### config.mk
export PLATFORM = sky130hd
export DESIGN_NAME = protected_register_bank_telemetry_framer_unit_flat
export DESIGN_NICKNAME = d
export VERILOG_FILES = /design/src/hdl/prbtf_pkg.sv /design/src/hdl/prbtf_channels.sv /design/src/hdl/prbtf_ram.sv /design/src/hdl/prbtf_div.sv /design/src/hdl/protected_register_bank_telemetry_framer_unit.sv /design/src/flat_wrapper.sv
export SDC_FILE = /design/constraint.sdc
export NUM_CORES = 2
export LEC_CHECK = 0
export BUFFER_PORTS_ARGS = -buffer_cell sky130_fd_sc_hd__clkbuf_2
export CAP_MARGIN = 20
export CELL_PAD_IN_SITES_DETAIL_PLACEMENT = 0
export CELL_PAD_IN_SITES_GLOBAL_PLACEMENT = 1
export CORE_UTILIZATION = 45
export DETAILED_ROUTE_END_ITERATION = 10
export PLACE_DENSITY_LB_ADDON = 0.2
export SLEW_MARGIN = 20
export SYNTH_ARGS = -nofsm -noshare
export SYNTH_HDL_FRONTEND = slang
export SYNTH_SLANG_ARGS = --single-unit
### constraint.sdc
create_clock -name clk -period 12.7 [get_ports clk]
set_clock_uncertainty 0.2 [all_clocks]
set_input_delay 2.54 -clock clk [delete_from_list [all_inputs] [get_ports clk]]
set_output_delay 2.54 -clock clk [all_outputs]
set_load 0.02 [all_outputs]
### src/hdl/prbtf_pkg.sv
// ----------------------------------------------------------------------------
// prbtf_pkg
// Shared types, constants and helper functions of the register bank framer.
// ----------------------------------------------------------------------------
`default_nettype none

package prbtf_pkg;

	localparam int FRAME_BYTES = 64;
	localparam int BANK_DEPTH  = 256;
	localparam int ADDR_W      = $clog2(BANK_DEPTH);
	localparam int IDX_W       = 6;

	// Number of bank bytes the frame needs, gathered before it is built.
	localparam int GATHER_N = 24;
	localparam int GATHER_W = $clog2(GATHER_N);

	localparam logic [ADDR_W-1:0] MODE_REG = 8'h50;
	localparam logic [7:0]        MODE_KEY = 8'hA5;
	localparam logic [15:0]       CRC_POLY = 16'h1021;
	localparam logic [15:0]       CRC_INIT = 16'hFFFF;
	localparam logic [16:0]       DIV_TEN  = 17'd10;
	localparam logic [16:0]       DIV_PWR  = 17'd100000;

	// Reciprocals for division by a constant: q = (x * M) >> SH.
	// The ten form is exact for 16-bit dividends, the power form for 31-bit ones.
	localparam logic [31:0]       RECIP_TEN    = 32'd52429;
	localparam int                RECIP_TEN_SH = 19;
	localparam logic [31:0]       RECIP_PWR    = 32'd2814749768;
	localparam int                RECIP_PWR_SH = 48;

	typedef enum logic [1:0] {
		OP_ADDR_MATCH = 2'd0,
		OP_BUS_DATA   = 2'd1,
		OP_HOST_WRITE = 2'd2,
		OP_REPORT     = 2'd3
	} op_t;

	typedef enum logic [2:0] {
		ST_IDLE,
		ST_GATHER,
		ST_DRAIN,
		ST_MUL,
		ST_DIV_GO,
		ST_DIV_WAIT,
		ST_EMIT
	} state_t;

	// Divider job codes.
	typedef enum logic [2:0] {
		JOB_VBAT = 3'd0,
		JOB_IBAT = 3'd1,
		JOB_PWR  = 3'd2,
		JOB_T2D  = 3'd3,
		JOB_T2F  = 3'd4
	} job_t;

	typedef struct packed {
		logic        start;
		logic [31:0] dividend;
		logic [16:0] divisor;
	} div_req_t;

	typedef struct packed {
		logic        done;
		logic [31:0] quotient;
	} div_rsp_t;

	// Bytes 0x60-0x63, 0x70-0x73 and 0x80-0x81 need the mode key.
	function automatic logic is_guarded(input logic [ADDR_W-1:0] a);
		return (a >= 8'h60 && a <= 8'h63) || (a >= 8'h70 && a <= 8'h73) ||
		       (a >= 8'h80 && a <= 8'h81);
	endfunction

	// Bank address of each gathered byte.
	function automatic logic [ADDR_W-1:0] gather_addr(input logic [GATHER_W-1:0] i);
		logic [ADDR_W-1:0] a;
		a = '0;
		if (i <= 5'd16) begin
			a = ADDR_W'(i);
		end else if (i == 5'd17) begin
			a = 8'h17;
		end else if (i <= 5'd21) begin
			a = 8'h2D + ADDR_W'(i - 5'd18);
		end else if (i == 5'd22) begin
			a = 8'h35;
		end else begin
			a = 8'h36;
		end
		return a;
	endfunction

	// One byte of CRC-16, MSB first.
	function automatic logic [15:0] crc_step(input logic [15:0] c, input logic [7:0] b);
		logic [15:0] r;
		r = c ^ {b, 8'h00};
		for (int k = 0; k < 8; k++) begin
			r = r[15] ? ({r[14:0], 1'b0} ^ CRC_POLY) : {r[14:0], 1'b0};
		end
		return r;
	endfunction

	function automatic logic [7:0] brand_byte(input logic [2:0] i);
		logic [7:0] b;
		unique case (i)
			3'd0: b = 8'h4E;
			3'd1: b = 8'h75;
			3'd2: b = 8'h31;
			3'd3: b = 8'h37;
			3'd4: b = 8'h31;
			3'd5: b = 8'h31;
			default: b = 8'h33;
		endcase
		return b;
	endfunction

endpackage

`default_nettype wire

### src/hdl/prbtf_channels.sv
// ----------------------------------------------------------------------------
// prbtf channels
// Valid/ready channel interfaces for input items and frame bytes.
// ----------------------------------------------------------------------------
`default_nettype none

interface prbtf_in_if;
	logic       valid;
	logic       ready;
	logic [1:0] operation;
	logic [7:0] data_byte;
	logic [7:0] reg_address;

	modport source (output valid, operation, data_byte, reg_address, input ready);
	modport sink   (input valid, operation, data_byte, reg_address, output ready);
endinterface

interface prbtf_out_if;
	logic       valid;
	logic       ready;
	logic [7:0] frame_byte;
	logic [5:0] byte_index;
	logic       last;

	modport source (output valid, frame_byte, byte_index, last, input ready);
	modport sink   (input valid, frame_byte, byte_index, last, output ready);
endinterface

`default_nettype wire

### src/hdl/prbtf_ram.sv
// ----------------------------------------------------------------------------
// prbtf_ram
// Generic single-write, single-read RAM with a registered read port.
// ----------------------------------------------------------------------------
`default_nettype none

module prbtf_ram #(
	parameter int WIDTH = 8,
	parameter int DEPTH = 256
) (
	input  wire logic                     clk,
	input  wire logic                     we,
	input  wire logic [$clog2(DEPTH)-1:0] waddr,
	input  wire logic [WIDTH-1:0]         wdata,
	input  wire logic                     re,
	input  wire logic [$clog2(DEPTH)-1:0] raddr,
	output      logic [WIDTH-1:0]         rdata
);

	logic [WIDTH-1:0] mem_q [DEPTH];

	// Write and registered read.
	always_ff @(posedge clk) begin
		if (we) begin
			mem_q[waddr] <= wdata;
		end
		if (re) begin
			rdata <= mem_q[raddr];
		end
	end

endmodule

`default_nettype wire

### src/hdl/prbtf_div.sv
// ----------------------------------------------------------------------------
// prbtf_div
// Constant divider by ten or 100000 through reciprocal multiplication.
// ----------------------------------------------------------------------------
`default_nettype none

module prbtf_div (
	input  wire logic                clk,
	input  wire logic                arst_n,
	input  wire prbtf_pkg::div_req_t req,
	output      prbtf_pkg::div_rsp_t rsp
);
	import prbtf_pkg::*;

	logic        go_s1;
	logic        pwr_s1;
	logic [31:0] num_s1;
	logic        done_s2;
	logic        pwr_s2;
	logic [63:0] prod_s2;
	logic [31:0] recip;

	// Reciprocal of the requested divisor.
	assign recip = pwr_s1 ? RECIP_PWR : RECIP_TEN;

	// Start is registered into go_s1 and then into done_s2, which drives done.
	always_ff @(posedge clk or negedge arst_n) begin
		if (!arst_n) begin
			go_s1   <= 1'b0;
			done_s2 <= 1'b0;
		end else begin
			go_s1   <= req.start;
			done_s2 <= go_s1;
		end
	end

	// Capture the operands, then one 32x32 multiply.
	always_ff @(posedge clk) begin
		if (req.start) begin
			num_s1 <= req.dividend;
			pwr_s1 <= (req.divisor == DIV_PWR);
		end
		if (go_s1) begin
			prod_s2 <= num_s1 * recip;
			pwr_s2  <= pwr_s1;
		end
	end

	assign rsp.done     = done_s2;
	assign rsp.quotient = pwr_s2 ? {16'd0, prod_s2[RECIP_PWR_SH+15:RECIP_PWR_SH]}
	                             : {16'd0, prod_s2[RECIP_TEN_SH+15:RECIP_TEN_SH]};

endmodule

`default_nettype wire

### src/hdl/protected_register_bank_telemetry_framer_unit.sv
// ----------------------------------------------------------------------------
// protected_register_bank_telemetry_framer_unit
// 256-byte protected register bank with a 64-byte telemetry frame generator.
// ----------------------------------------------------------------------------
// Input items (address match, bus data, host write) are taken while idle, and
// bank writes go straight into the bank RAM; reset clears the bank through
// per-entry valid bits, so no clearing pass is needed. A report request keeps
// the input busy until the last frame byte is loaded: the 24 needed bank bytes
// are read through the single RAM read port, a drain state empties the read
// pipeline, a multiply state multiplies vbat by ibat, five divisions by 10 or
// 100000 run on a shared reciprocal-multiply divider, and the 64 frame bytes
// then leave one per cycle while the output is ready, with the CRC folded in
// as bytes are loaded into the output register.
// ----------------------------------------------------------------------------
`default_nettype none

module protected_register_bank_telemetry_framer_unit (
	input wire logic  clk,
	input wire logic  arst_n,
	prbtf_in_if.sink  item,
	prbtf_out_if.source frame
);
	import prbtf_pkg::*;

	state_t state_q, state_d;

	logic [ADDR_W-1:0]   wp_q;
	logic                expect_q;
	logic [7:0]          seq_q;
	logic [7:0]          seq_frame_q;
	logic                unlock_q;
	logic [BANK_DEPTH-1:0] valid_q;

	logic [GATHER_W-1:0] g_q;
	logic [GATHER_W-1:0] gi_s1;
	logic                pend_s1;
	logic                vld_s1;
	logic [7:0]          cap_q [GATHER_N];

	logic signed [32:0]  prod_q;
	logic [15:0]         h100_q;
	job_t                job_q;
	logic [15:0]         vq_q, iq_q, pq_q, aq_q, bq_q;

	logic [IDX_W-1:0]    idx_q;
	logic [15:0]         crc_q;
	logic                ovalid_q;
	logic [7:0]          obyte_q;
	logic [IDX_W-1:0]    oidx_q;
	logic                olast_q;

	logic                acc;
	op_t                 op;
	logic                wr_req;
	logic [ADDR_W-1:0]   wr_addr;
	logic                we;
	logic                re;
	logic [ADDR_W-1:0]   raddr;
	logic [7:0]          rdata;
	logic                load;
	logic [7:0]          fbyte;
	logic [15:0]         vbat, ibat_u, t2d, t2f, res16;
	logic [31:0]         ib32, pw32;
	logic                neg;
	div_req_t            dreq;
	div_rsp_t            drsp;

	assign acc = item.valid && item.ready;
	assign op  = op_t'(item.operation);
	assign item.ready = (state_q == ST_IDLE);

	// Write path decode.
	always_comb begin
		wr_req  = 1'b0;
		wr_addr = item.reg_address;
		unique case (op)
			OP_BUS_DATA: begin
				wr_req  = !expect_q;
				wr_addr = wp_q;
			end
			OP_HOST_WRITE: wr_req = 1'b1;
			default: wr_req = 1'b0;
		endcase
	end
	assign we = acc && wr_req && (!is_guarded(wr_addr) || unlock_q);

	assign re    = (state_q == ST_GATHER);
	assign raddr = gather_addr(g_q);

	prbtf_ram #(.WIDTH(8), .DEPTH(BANK_DEPTH)) u_bank (
		.clk   (clk),
		.we    (we),
		.waddr (wr_addr),
		.wdata (item.data_byte),
		.re    (re),
		.raddr (raddr),
		.rdata (rdata)
	);

	// Bus pointer, mode key shadow, valid bits and sequence number.
	always_ff @(posedge clk or negedge arst_n) begin
		if (!arst_n) begin
			wp_q     <= '0;
			expect_q <= 1'b0;
			seq_q    <= '0;
			unlock_q <= 1'b0;
			valid_q  <= '0;
		end else begin
			if (acc) begin
				unique case (op)
					OP_ADDR_MATCH: begin
						wp_q     <= '0;
						expect_q <= 1'b1;
					end
					OP_BUS_DATA: begin
						if (expect_q) begin
							expect_q <= 1'b0;
							wp_q     <= item.data_byte;
						end else begin
							wp_q <= wp_q + 8'd1;
						end
					end
					OP_REPORT: seq_q <= seq_q + 8'd1;
					default: ;
				endcase
			end
			if (we) begin
				valid_q[wr_addr] <= 1'b1;
				if (wr_addr == MODE_REG) begin
					unlock_q <= (item.data_byte == MODE_KEY);
				end
			end
		end
	end

	// Next state.
	always_comb begin
		state_d = state_q;
		unique case (state_q)
			ST_IDLE:     if (acc && op == OP_REPORT) state_d = ST_GATHER;
			ST_GATHER:   if (g_q == GATHER_W'(GATHER_N - 1)) state_d = ST_DRAIN;
			ST_DRAIN:    state_d = ST_MUL;
			ST_MUL:      state_d = ST_DIV_GO;
			ST_DIV_GO:   state_d = ST_DIV_WAIT;
			ST_DIV_WAIT: begin
				if (drsp.done) begin
					state_d = (job_q == JOB_T2F) ? ST_EMIT : ST_DIV_GO;
				end
			end
			ST_EMIT:     if (load && idx_q == IDX_W'(FRAME_BYTES - 1)) state_d = ST_IDLE;
			default:     state_d = ST_IDLE;
		endcase
	end

	always_ff @(posedge clk or negedge arst_n) begin
		if (!arst_n) begin
			state_q <= ST_IDLE;
		end else begin
			state_q <= state_d;
		end
	end

	// Captured field pairs.
	assign vbat   = {cap_q[6], cap_q[5]};
	assign ibat_u = {cap_q[8], cap_q[7]};
	assign t2d    = {cap_q[19], cap_q[18]};
	assign t2f    = {cap_q[21], cap_q[20]};
	assign ib32   = {{16{ibat_u[15]}}, ibat_u};
	assign pw32   = prod_q[31:0];

	// Divider job selection.
	always_comb begin
		dreq.start    = (state_q == ST_DIV_GO);
		dreq.divisor  = DIV_TEN;
		dreq.dividend = {16'd0, vbat};
		neg           = 1'b0;
		unique case (job_q)
			JOB_VBAT: dreq.dividend = {16'd0, vbat};
			JOB_IBAT: begin
				neg           = ibat_u[15];
				dreq.dividend = neg ? (32'd0 - ib32) : ib32;
			end
			JOB_PWR: begin
				neg           = prod_q[32];
				dreq.divisor  = DIV_PWR;
				dreq.dividend = neg ? (32'd0 - pw32) : pw32;
			end
			JOB_T2D: dreq.dividend = {16'd0, t2d};
			JOB_T2F: dreq.dividend = {16'd0, t2f};
			default: dreq.dividend = {16'd0, vbat};
		endcase
		res16 = neg ? (16'd0 - drsp.quotient[15:0]) : drsp.quotient[15:0];
	end

	prbtf_div u_div (
		.clk    (clk),
		.arst_n (arst_n),
		.req    (dreq),
		.rsp    (drsp)
	);

	// Frame byte for the current index.
	always_comb begin
		fbyte = 8'h00;
		unique case (idx_q)
			6'd0:  fbyte = 8'h05;
			6'd1:  fbyte = 8'hA5;
			6'd2:  fbyte = 8'h5A;
			6'd3:  fbyte = 8'h02;
			6'd4:  fbyte = 8'h01;
			6'd5:  fbyte = seq_frame_q;
			6'd7:  fbyte = 8'd42;
			6'd9:  fbyte = cap_q[0];
			6'd10: fbyte = cap_q[1];
			6'd11: fbyte = cap_q[2];
			6'd12: fbyte = cap_q[3];
			6'd13: fbyte = cap_q[4];
			6'd14: fbyte = vq_q[7:0];
			6'd15: fbyte = vq_q[15:8];
			6'd16: fbyte = iq_q[7:0];
			6'd17: fbyte = iq_q[15:8];
			6'd18: fbyte = pq_q[7:0];
			6'd19: fbyte = pq_q[15:8];
			6'd20: fbyte = cap_q[17];
			6'd21: fbyte = cap_q[11];
			6'd22: fbyte = cap_q[12];
			6'd23: fbyte = cap_q[9];
			6'd24: fbyte = cap_q[10];
			6'd25: fbyte = cap_q[22];
			6'd26: fbyte = cap_q[23];
			6'd27: fbyte = 8'd2;
			6'd28: fbyte = aq_q[7:0];
			6'd29: fbyte = aq_q[15:8];
			6'd30: fbyte = bq_q[7:0];
			6'd31: fbyte = bq_q[15:8];
			6'd32: fbyte = cap_q[13];
			6'd34: fbyte = h100_q[7:0];
			6'd35: fbyte = h100_q[15:8];
			6'd36: fbyte = 8'd1;
			6'd38: fbyte = 8'd1;
			6'd40: fbyte = 8'd1;
			6'd42: fbyte = 8'd3;
			6'd43: fbyte = 8'd7;
			6'd44, 6'd45, 6'd46, 6'd47, 6'd48, 6'd49, 6'd50:
				fbyte = brand_byte(3'(idx_q - 6'd44));
			6'd51: fbyte = crc_q[7:0];
			6'd52: fbyte = crc_q[15:8];
			default: fbyte = 8'h00;
		endcase
	end

	assign load = (state_q == ST_EMIT) && (!ovalid_q || frame.ready);

	// Report datapath: gather, multiply, divide, emit.
	always_ff @(posedge clk) begin
		if (acc && op == OP_REPORT) begin
			seq_frame_q <= seq_q;
		end
		gi_s1  <= g_q;
		vld_s1 <= valid_q[raddr];
		if (pend_s1) begin
			cap_q[gi_s1] <= vld_s1 ? rdata : 8'h00;
		end
		if (state_q == ST_MUL) begin
			prod_q <= $signed({1'b0, vbat}) * $signed(ibat_u);
			h100_q <= 16'({cap_q[16], cap_q[15]} * 7'd100);
		end
		if (state_q == ST_DIV_WAIT && drsp.done) begin
			unique case (job_q)
				JOB_VBAT: vq_q <= res16;
				JOB_IBAT: iq_q <= res16;
				JOB_PWR:  pq_q <= res16;
				JOB_T2D:  aq_q <= res16;
				JOB_T2F:  bq_q <= res16;
				default:  bq_q <= res16;
			endcase
		end
		if (load) begin
			obyte_q <= fbyte;
			oidx_q  <= idx_q;
			olast_q <= (idx_q == IDX_W'(FRAME_BYTES - 1));
		end
	end

	// Sequencer counters, CRC and output valid.
	always_ff @(posedge clk or negedge arst_n) begin
		if (!arst_n) begin
			g_q      <= '0;
			pend_s1  <= 1'b0;
			job_q    <= JOB_VBAT;
			idx_q    <= '0;
			crc_q    <= CRC_INIT;
			ovalid_q <= 1'b0;
		end else begin
			pend_s1 <= re;
			if (acc && op == OP_REPORT) begin
				g_q   <= '0;
				job_q <= JOB_VBAT;
				idx_q <= '0;
				crc_q <= CRC_INIT;
			end
			if (re) begin
				g_q <= g_q + GATHER_W'(1);
			end
			if (state_q == ST_DIV_WAIT && drsp.done && job_q != JOB_T2F) begin
				job_q <= job_t'(job_q + 3'd1);
			end
			if (load) begin
				idx_q <= idx_q + IDX_W'(1);
				if (idx_q >= 6'd3 && idx_q <= 6'd50) begin
					crc_q <= crc_step(crc_q, fbyte);
				end
				ovalid_q <= 1'b1;
			end else if (frame.ready) begin
				ovalid_q <= 1'b0;
			end
		end
	end

	assign frame.valid      = ovalid_q;
	assign frame.frame_byte = obyte_q;
	assign frame.byte_index = oidx_q;
	assign frame.last       = olast_q;

endmodule

`default_nettype wire
### src/flat_wrapper.sv
// flat-port wrapper written by rule: the top's interface ports become plain ports
module protected_register_bank_telemetry_framer_unit_flat import prbtf_pkg::*;
  (clk, arst_n, item_valid, item_operation, item_data_byte, item_reg_address, item_ready, frame_valid, frame_frame_byte, frame_byte_index, frame_last, frame_ready);
  prbtf_in_if item_i ();
  prbtf_out_if frame_i ();
  input wire logic clk;
  input wire logic arst_n;
  input wire logic [$bits(item_i.valid)-1:0] item_valid;
  input wire logic [$bits(item_i.operation)-1:0] item_operation;
  input wire logic [$bits(item_i.data_byte)-1:0] item_data_byte;
  input wire logic [$bits(item_i.reg_address)-1:0] item_reg_address;
  output wire logic [$bits(item_i.ready)-1:0] item_ready;
  output wire logic [$bits(frame_i.valid)-1:0] frame_valid;
  output wire logic [$bits(frame_i.frame_byte)-1:0] frame_frame_byte;
  output wire logic [$bits(frame_i.byte_index)-1:0] frame_byte_index;
  output wire logic [$bits(frame_i.last)-1:0] frame_last;
  input wire logic [$bits(frame_i.ready)-1:0] frame_ready;
  assign item_i.valid = item_valid;
  assign item_i.operation = item_operation;
  assign item_i.data_byte = item_data_byte;
  assign item_i.reg_address = item_reg_address;
  assign item_ready = item_i.ready;
  assign frame_valid = frame_i.valid;
  assign frame_frame_byte = frame_i.frame_byte;
  assign frame_byte_index = frame_i.byte_index;
  assign frame_last = frame_i.last;
  assign frame_i.ready = frame_ready;
  protected_register_bank_telemetry_framer_unit u_core (.clk(clk), .arst_n(arst_n), .item(item_i), .frame(frame_i));
endmodule
==> impl_results.md <==
- Status: finished, final reports clean
- Port Buffers: 38
- Synth Flop Type: edfxtp_1
- # rows: about 150
- Register area share after synthesis: around 43%
- Top-area cell type share of the netlist area: roughly 39%
- Routed Antenna Nets: 0
- WP data required: roughly 13 ns
- Critical Path End Type: register
- FFs w/ async S/R, synth: 11.3%
- First-pass DRT Iterations: 9
- Crit-path max FO: 79
- WP data arrival: approximately 9.5 ns
- Max-cap viol count: 0
- Setup TNS: 0 ns
- Number of hold violations in the final report: 0
- Final wirelength: ~230000 um
- Yosys cell types: 86
- Placed Area: roughly 81000 sq um
- F_max: approximately 110 MHz
- Total gr overflow: 0
- CTS tree: built
- IO Count: 39
- Max clock buf depth: 3
- CTS H-Tree Depth: 3
- Most frequent cells in the layout: edfxtp_1 (1018), inv_1 (995), nand2_1 (906)
- Yosys reg bits: around 1200
- Via-to-Cell Ratio: 5.54
- Post-synth EDFFs: ~1000
- Slew @ Worst Pin: 1.16 ns
- Vias: around 52000
- Final Max Tran Viols: 0
- # clock sinks: between 1000 and 1500
- Ys Warns: 0
- Clock transition at the registers of the reported paths: roughly 0.090 ns
- Post-DP HPWL: around 160000 um
- Core area: around 170000 sq um
- CTS Buf Count: 119
- Setup crit start kind: register
- Largest net degree at the start of global routing: 131
- Starting density of the core: ~45%
- Die H: ~420 um
- Layout cells sized above 1: a little over 7%
- DR DRC count: 0
- Layout Area Growth over Synthesis: 9.07%
- Max-slew headroom: 22.1%
- Critical path type: reg -> reg
- Worst Hold Class: reg -> reg
- Post-Syn Area: 78300 sq um
- # hold bufs at CTS: 0
- Post-cts gate resize count: 0
- Tcrit/Tclk final: 72.4%
- Cells after Synth: 6931
- RSZ-0062 raised after global routing: false
- Worst-Skew Late Latency: between 0.7 and 0.8 ns
- Fin nets: ~8200
- Post-CTS setup buffer count: 0
- GPL Wtd Cong: ~0.89
- Initial antenna violation count: 5
- Number of DRC markers in iteration 0: around 4400
- Cell taking the most area after synthesis: edfxtp_1
- Synthesized area per cell: about 11 sq um
- Chip width: 419 um
- Setup violators final: 0
- Commonest non-fill, non-tap cell in the layout: edfxtp_1
- Final min period: roughly 9.2 ns
- GRT Util Overall: a little over a quarter
- Die area: between 150000 and 200000 sq um
- First-pass GRT wire length: roughly 340000 um
- Net Count, Synth: about 8300
- Top cells by area, synth: edfxtp_1 (39%), fa_1 (17%), ha_1 (11%), inv_1 (4.8%), nand2_1 (4.4%)
- WL per Instance: 24.2 um
- Final Cell Area: around 85000 sq um
- Number of global-route vias before repair: between 50000 and 60000
- Clk root buf: clkbuf_16
## critical path, stage by stage (launching register included)
cell and delay (ns):
edfxtp_1 0.51, buf_4 0.39, buf_4 0.67, nand2_1 0.21
inv_1 0.48, nand2_1 0.15, fa_1 0.50, fa_1 0.59
inv_1 0.07, fa_1 0.48, fa_1 0.58, fa_1 0.43
fa_1 0.51, fa_1 0.42, ha_1 0.36, a21o_1 0.21
a21o_1 0.17, a21o_1 0.21, a21oi_1 0.17, o21bai_1 0.12
a221oi_1 0.32, a21boi_0 0.48, a21oi_1 0.18, a211o_1 0.32
and2_1 0.15
## per-layer routing
layer  up-vias  track usage, %  part of all wire, %
met4         0            8.90                  3.7
met1     26300            34.5                   42
met2      1522            44.4                   49
met3       342            2.98                  4.8
li1      23400               -                    -
met5         -               0                    0
## cell usage after synthesis (all sizes together) (29+ instances only)
master  number
mux2i       41
o21ai      130
buf         69
inv        995
ha         677
a31oi       29
or2         85
a22oi       74
a21o        66
nand2      908
nand3      201
a21oi      204
nor3        70
nand4       41
dfrtp      115
nor2       258
fa         649
nor2b       34
a311oi      57
a211oi      34
and2       178
and3       101
xor2        80
xnor2      151
a221oi      35
nand2b      56
nor4        39
edfxtp    1018
clkbuf     228
## flip-flops by register name, indices dropped and copies added (netlist names), 5 cells and up
| signal | count |
|---|---|
| u_core.u_bank.mem_q | 612 |
| u_core.cap_q | 182 |
| u_core.valid_q | 76 |
| u_core.prod_q | 33 |
| u_core.u_div.num_s1 | 32 |
| u_core.u_div.prod_s2 | 32 |
| u_core.aq_q | 16 |
| u_core.bq_q | 16 |
| u_core.crc_q | 16 |
| u_core.iq_q | 16 |
| u_core.pq_q | 16 |
| u_core.vq_q | 16 |
| u_core.h100_q | 14 |
| u_core.frame.frame_byte | 8 |
| u_core.seq_frame_q | 8 |
| u_core.seq_q | 8 |
| u_core.u_bank.rdata | 8 |
| u_core.wp_q | 8 |
| u_core.frame.byte_index | 6 |
| u_core.idx_q | 6 |
| u_core.g_q | 5 |
| u_core.gi_s1 | 5 |
## layout make-up
| cell class | instances | area [sq um] |
|---|---|---|
| fill | 15500 | 86800 |
| multi-input combinational | 4479 | 39500 |
| sequential | 1155 | 34000 |
| inverter | 999 | 3750 |
| clock buffer | 160 | 3300 |
| tap | 2310 | 2890 |
| timing repair buffer | 141 | 998 |
| clock inverter | 67 | 897 |
| antenna | 2 | 5.00 |
## through the flow
step                cells  setup slack, ns  utilization [%]  hold WS [ns]
floorplan            6931             4.59                -         0.197
detailed placement   9083             3.48             47.1         0.246
global route         9311             2.89             49.6         0.232
global placement     9083             3.63             47.1         0.243
CTS                  9310             3.46             49.6         0.240
finish               9313             3.50             49.6         0.222
## worst paths after layout
kind | end | from | cells past startpoint | slack [ns]
min in group asynchronous | u_core.valid_q[16] | arst_n | 1 | 1.47
worst max-delay path | u_core.u_div.prod_s2[59] | u_core.u_div.pwr_s1 | 24 | 3.50
worst min-delay path | u_core.gi_s1[3] | u_core.g_q[3] | 0 | 0.22
max in group asynchronous | u_core.idx_q[1] | arst_n | 2 | 9.46
worst min register to register | u_core.gi_s1[3] | u_core.g_q[3] | 0 | 0.22
worst max register to register | u_core.u_div.prod_s2[59] | u_core.u_div.pwr_s1 | 24 | 3.50
## cells by family (layout without fill, tap and decap cells)
| family | Yosys count | in the layout | share of synthesized area (%) |
|---|---|---|---|
| adders and majority gates | 1326 | 1326 | 27.4 |
| DFF | 1155 | 1155 | 43.4 |
| and+or+nand+nor | 2042 | 2042 | 12.3 |
| AOI/OAI and AO/OA | 811 | 811 | 7.03 |
| other | 0 | 2 | 0 |
| buffers and inverters | 1297 | 1367 | 6.27 |
| xor gates and xnor gates | 231 | 231 | 2.59 |
| muxes | 69 | 69 | 0.927 |
Power is left out: the tool's default activity adds up to more than one toggle a clock period on the data nets, which glitch-free logic cannot reach.
